$ cat src/rtl/cvfb_pkg.sv
// Channel vocoder filter bank: shared types and constants.
// Used by the front end, back end and top level; depends on nothing.
package cvfb_pkg;

	localparam int SAMPLE_W = 24;
	localparam int HIST_W   = 32;
	localparam int ENV_W    = 31;
	localparam int ACC_W    = 64;
	localparam int NUM_SLOTS = 5;

	localparam logic CMD_AUDIO = 1'b0;
	localparam logic CMD_COEF  = 1'b1;

	localparam logic [2:0] SLOT_A1 = 3'd0;
	localparam logic [2:0] SLOT_A2 = 3'd1;
	localparam logic [2:0] SLOT_B0 = 3'd2;
	localparam logic [2:0] SLOT_B1 = 3'd3;
	localparam logic [2:0] SLOT_B2 = 3'd4;

	localparam logic [1:0] CFG_BAND_MODE = 2'd0;
	localparam logic [1:0] CFG_RELEASE   = 2'd1;
	localparam logic [1:0] CFG_GAIN      = 2'd2;

	localparam logic [22:0] RELEASE_RST = 23'd8388433;
	localparam logic [15:0] GAIN_RST    = 16'd1311;

	// saw step = 380*f + round-floor((19216*f + 22050) / 44100)
	localparam logic [8:0]  SAW_INT      = 9'd380;
	localparam logic [14:0] SAW_FRAC_NUM = 15'd19216;
	localparam logic [14:0] SAW_HALF     = 15'd22050;
	localparam logic [15:0] SAW_DEN      = 16'd44100;
	localparam logic [16:0] SAW_RECIP    = 17'd97391;

	typedef enum logic [1:0] {
		KIND_NONE  = 2'd0,
		KIND_AUDIO = 2'd1,
		KIND_COEF  = 2'd2
	} item_kind_t;

	typedef struct packed {
		item_kind_t  kind;
		logic [4:0]  band;
		logic [2:0]  slot;
		logic [31:0] value;
		logic [23:0] left;
		logic [23:0] right;
		logic [10:0] freq;
	} item_t;

	typedef struct packed {
		logic        band_mode;
		logic [22:0] release_coef;
		logic [15:0] voice_gain;
	} cfg_t;

endpackage

$ cat src/rtl/cvfb_front.sv
// Front end: accepts input transactions, classifies them and queues them.
// Depends on cvfb_pkg.
module cvfb_front #(
	parameter int MAX_BANDS = 28
) (
	input  logic                clk,
	input  logic                arst_n,
	input  logic                in_valid,
	output logic                in_ready,
	input  logic                cmd,
	input  logic [23:0]         voice_left,
	input  logic [23:0]         voice_right,
	input  logic [10:0]         carrier_freq,
	input  logic [4:0]          coef_band,
	input  logic [2:0]          coef_slot,
	input  logic [31:0]         coef_value,
	output cvfb_pkg::item_t     q_item,
	output logic                q_valid,
	input  logic                q_pop
);

	cvfb_pkg::item_t item_in;
	cvfb_pkg::item_t fifo_q [2];
	logic            wr_ptr_q;
	logic            rd_ptr_q;
	logic [1:0]      count_q;
	logic            push;
	logic            pop;

	always_comb begin
		item_in.band  = coef_band;
		item_in.slot  = coef_slot;
		item_in.value = coef_value;
		item_in.left  = voice_left;
		item_in.right = voice_right;
		item_in.freq  = carrier_freq;
		if (cmd == cvfb_pkg::CMD_COEF) begin
			if (int'(coef_band) < MAX_BANDS && int'(coef_slot) < cvfb_pkg::NUM_SLOTS)
				item_in.kind = cvfb_pkg::KIND_COEF;
			else
				item_in.kind = cvfb_pkg::KIND_NONE;
		end else begin
			item_in.kind = cvfb_pkg::KIND_AUDIO;
		end
	end

	assign in_ready = (count_q != 2'd2);
	assign push     = in_valid && in_ready;
	assign q_valid  = (count_q != 2'd0);
	assign pop      = q_pop && q_valid;
	assign q_item   = fifo_q[rd_ptr_q];

	always_ff @(posedge clk) begin
		if (push)
			fifo_q[wr_ptr_q] <= item_in;
	end

	always_ff @(posedge clk or negedge arst_n) begin
		if (!arst_n) begin
			wr_ptr_q <= 1'b0;
			rd_ptr_q <= 1'b0;
			count_q  <= 2'd0;
		end else begin
			if (push)
				wr_ptr_q <= ~wr_ptr_q;
			if (pop)
				rd_ptr_q <= ~rd_ptr_q;
			if (push && !pop)
				count_q <= count_q + 2'd1;
			else if (pop && !push)
				count_q <= count_q - 2'd1;
		end
	end

endmodule

$ cat config.mk
export PLATFORM = sky130hd
export DESIGN_NAME = cvfb_front
export DESIGN_NICKNAME = d
export VERILOG_FILES = /design/src/rtl/cvfb_pkg.sv /design/src/rtl/cvfb_front.sv
export SDC_FILE = /design/constraint.sdc
export NUM_CORES = 1
export LEC_CHECK = 0
export BUFFER_PORTS_ARGS = -buffer_cell sky130_fd_sc_hd__buf_2
export CELL_PAD_IN_SITES_DETAIL_PLACEMENT = 0
export CELL_PAD_IN_SITES_GLOBAL_PLACEMENT = 1
export CORE_MARGIN = 2
export CORE_UTILIZATION = 45
export CTS_CLUSTER_DIAMETER = 50
export CTS_CLUSTER_SIZE = 40
export DETAILED_ROUTE_END_ITERATION = 10
export PLACE_DENSITY = 0.83
export SYNTH_ARGS = -nofsm -noshare
export SYNTH_HDL_FRONTEND = slang
export SYNTH_SLANG_ARGS = --single-unit
$ cat constraint.sdc
create_clock -name clk -period 5.8 [get_ports clk]
set_input_delay 1.45 -clock clk [delete_from_list [all_inputs] [get_ports clk]]
set_output_delay 1.45 -clock clk [all_outputs]
set_load 0.02 [all_outputs]
After elaboration in Yosys (flattened, before gate mapping)
Memories as Yosys holds them, arrays and structs flattened.
Index checks and enable logic that the tools add are counted.
{"block": "totals", "out_inout_bits": 103, "ram_bits": 202, "register_bits": 4, "n_memories": 1, "inputBits": 104, "wordCells": 26}
{"block": "classes", "magnitude_cmp": 2, "n_bitwise": 2, "addsub": 2, "muxes": 6, "eq_ne": 1, "reduce_logical": 9}
{"memory": "fifo_q", "depth": 2, "word_bits": 101, "read_ports": 1, "rd_ports_with_merged_regs": 0, "write_ports": 1, "line_no": "cvfb_front.sv:23", "source": "cvfb_pkg::item_t fifo_q [2];"}
{"cell": "two-way mux 2 bit", "n": 4}
{"cell": "logical AND 1 bit", "n": 5}
{"cell": "< comparator 5 bit (second input constant)", "n": 1}
{"cell": "nonzero test 2 bit", "n": 2}
{"cell": "< comparator 3 bit (second input constant)", "n": 1}
{"cell": "adder 2 x 1 -> 2 bit (second input constant)", "n": 1}
{"cell": "zero test 1 bit", "n": 2}
{"cell": "two-way mux 1 bit", "n": 2}
{"cell": "inequality test 2 bit (second input constant)", "n": 1}
{"cell": "NOT 1 bit", "n": 2}
{"cell": "subtractor 2 x 1 -> 2 bit (second input constant)", "n": 1}

Longest topological paths before layout
{"block": "depth", "depth_word": 6, "mapped_depth": 7, "mapped_depth_nobuf": 7}

Worst setup path after synthesis
No wires, ideal clock.
{"block": "synth_timing", "kind": "in2reg", "start": "in in_valid", "end": "mem fifo_q[0][0] (netlist name), enable pin", "t_required_ns": 5.238, "t_arrival_ns": 5.750, "n_path_buf": 0, "path_slack_ns": -0.512, "setup_time_ns": 0.562, "stages": 2, "path_cell_list": "nand2_1 -> nor2_1"}
{"block": "synth_between", "elab_chain_cells": 3}
{"item": "start, declared", "line_no": "cvfb_front.sv:8", "source": "input logic in_valid,"}
{"item": "logical AND 1 bit", "line_no": "cvfb_front.sv:48", "source": "assign push = in_valid && in_ready;"}
{"item": "two-way mux 1 bit", "line_no": "cvfb_front.sv:54", "source": "if (push)"}
{"item": "two-way mux 1 bit (implied by the code)", "line_no": "cvfb_front.sv:55", "source": "fifo_q[wr_ptr_q] <= item_in;"}
{"item": "end, declared", "line_no": "cvfb_front.sv:23"}
Every way passes these cells.

==> out/results.tsv <==
metric	value	unit
status	finished, final reports clean	
p_seq_frac	0.412	
rrSetupSlack	3480	ps
num_vias	3829	
drtPass1Iterations	4	
ant_nets	0	
portBuffers	206	
antenna_found_initial	0	
hold_class	flip-flop to flip-flop	
rr_worst_depth	3	
synth_top_cell_area_share	0.775	
synth_adder_area_share	0.00160	
drcViolationCount	0	
path_max_fanout	56	
core	0.0171	mm²
cts_root_buf	clkbuf_16	
cts_setup_buffers	0	
synth_area_leaders	edfxtp_1 (78%), mux2_4 (15%), mux2_2 (3.0%)	
finalSetupTns	0	ps
h-tree-depth	1	
clock-sinks	206	
pwr-share-comb	0.324	
period_needed	3890	ps
clk_latency	490	ps
ctsResizeCount	0	
avgSynthCellArea	23.3	µm²
synth_top_family_by_area	multiplexers	
clkPwrFrac	0.264	
synth-seq-cells	206	
final_cell_area	0.00983	mm²
grt_max_degree	75	
grt_pass1_wl	20400	µm
required	4350	ps
arrival	2440	ps
synth_compound_area_frac	0.00144	
maxCapViolCount	0	
p_int	3.64	mW
worst_hold_path.num_cells	1	
tightestPinTransition	1030	ps
yosys.cell_count.top_type	edfxtp_1	
grt_use_met2	0.247	
synth_area	0.00782	mm²
synth_top_cell_by_area	edfxtp_1	
path_class	flip-flop to output pin	
grt-ovfl-total	0	
antenna_cells	0	
ys_seq_area_frac	0.788	
max_freq	257	MHz
final.period_utilization	0.671	
gr-usage-all-layers	0.141	
slowest_stage	dfrtp_4	
met3_usage	0.0436	
cts_buffer_depth	3	
power.total	5.35	mW
avgRoutedWirePerCell	17.0	µm
crit_family	flip-flops	
initial_core_util	0.457	
rsz0062_at_grt	false	
sw_frac_of_total	0.319	
min_to	count_q[1]$_DFFE_PN0P_	
synth-xor-area-share	0.00560	
dieArea	0.0185	mm²
synth-edff-count	202	
cts_tree	done	
synth-simple-area-share	0.00480	
die_w	136	µm
power_density	544	mW/mm²
timing_max_transition_violations_final	0	
path_buf_inv	2	
gr-usage-met1	0.168	
syn_nets	441	
finalNetCount	663	
vdd_drop_max	357	µV
crit_path_max_incr_delay	960	ps
p_leak	3.91	nW
hold_buffers	0	
synth_warnings	0	
synth_common_cells	edfxtp_1 (202), mux2_4 (80), mux2_2 (21), buf_6 (8), dfrtp_1 (4)	
clk_pin_slew	70	ps
die_h	136	µm
timing.rr.start	count_q[0]$_DFFE_PN0P_	
r2r_end	fifo_q[1][91]$_DFFE_PP_	
post-dp-hpwl	8930	µm
row_count	48	
ys_types	18	
area_delta_synth_final	25.7	%
cts_buffers	21	
placed_area	0.00909	mm²
drive_above_1_share	0.614	
grt.busiest_layer	met2	
start_kind	flip-flop	
synthMuxAreaShare	0.184	
grt_pass1_vias	3968	
synth_cells	336	
async_flop_share	0.0194	
slew_headroom	0.310	
end_kind	output pin	
place_congestion	0.718	
drt_iter0_drc	143	
wl	13500	µm
hp-start	count_q[1]$_DFFE_PN0P_	
viasPerCell	4.80	
skew	9.28	ps
finalSetupViolations	0	
hold_viol_final	0	
p_switching	1.71	mW
num_io_pins	207	
cp_cell_sequence	buf_12, mux2_4, buf_2	
synthFlopType	edfxtp_1	
[placed cells by master (no fill, tap or decap), types with 2 or more instances in the layout]
cell type,netlist,final
inv_6,0,3
buf_2,2,206
inv_1,2,2
edfxtp_1,202,202
nand2_1,3,3
mux2_2,21,21
clkbuf_16,0,21
clkinvlp_4,0,2
buf_4,1,3
clkinv_4,0,4
bufinv_16,0,3
dfrtp_1,4,3
xnor2_1,3,3
mux2_4,80,80
xor2_1,2,2
[metrics by stage]
step            util  hold slack, ps  setup slack (ps)  cells
2_1_floorplan      -             456              1190    336
3_3_place_gp   0.531             474              2400    760
3_5_place_dp   0.531             507              2370    760
4_1_cts        0.574             522              1830    798
5_1_grt        0.574             540              1790    798
6_report       0.574             523              1910    798
[power groups by stage]
stage                     clock, mW  sequential (mW)  combinational (mW)
after floorplan                   0             2.16                1.38
after global placement            0             2.22                1.74
after detailed placement          0             2.24                1.76
after CTS                      1.45             2.21                1.76
after global routing           1.50             2.24                1.84
final                          1.41             2.20                1.73
[layout make-up]
| type | instances | area [µm²] |
|---|---|---|
| fillers | 1343 | 7280 |
| flip-flops and latches | 206 | 6170 |
| multi-input cells | 117 | 1560 |
| repair buffers | 210 | 1070 |
| clock buffers | 22 | 529 |
| well taps | 225 | 282 |
| clock inverters | 16 | 215 |
| inverters | 2 | 7.51 |
[sequential cells by signal, indices dropped and copies added (netlist names)]
register	flops
fifo_q	202
wr_ptr_q	1
count_q	2
rd_ptr_q	1
[worst max path at each step]
stage / startpoint / to / cells after the start
2_1_floorplan: in_valid / fifo_q[0][0]$_DFFE_PP_ / 2
3_3_place_gp: rd_ptr_q$_DFFE_PN0P_ / q_item[82] / 3
3_5_place_dp: rd_ptr_q$_DFFE_PN0P_ / q_item[95] / 3
4_1_cts: rd_ptr_q$_DFFE_PN0P_ / q_item[95] / 3
5_1_grt: rd_ptr_q$_DFFE_PN0P_ / q_item[80] / 3
6_report: rd_ptr_q$_DFFE_PN0P_ / q_item[35] / 3
[metal layers]
layer,up-vias,share of wire
li1,1776,-
met1,1874,0.37
met2,154,0.51
met3,25,0.10
met4,0,0.018
met5,-,0
[logic make-up after synthesis]
group           after synthesis
compound gates                2
xor+xnor                      5
fa+ha+maj                     1
buf+inv                      13
flops                       206
mux                         101
simple gates                  8
Note: power is estimated with default switching activity, not from simulation.
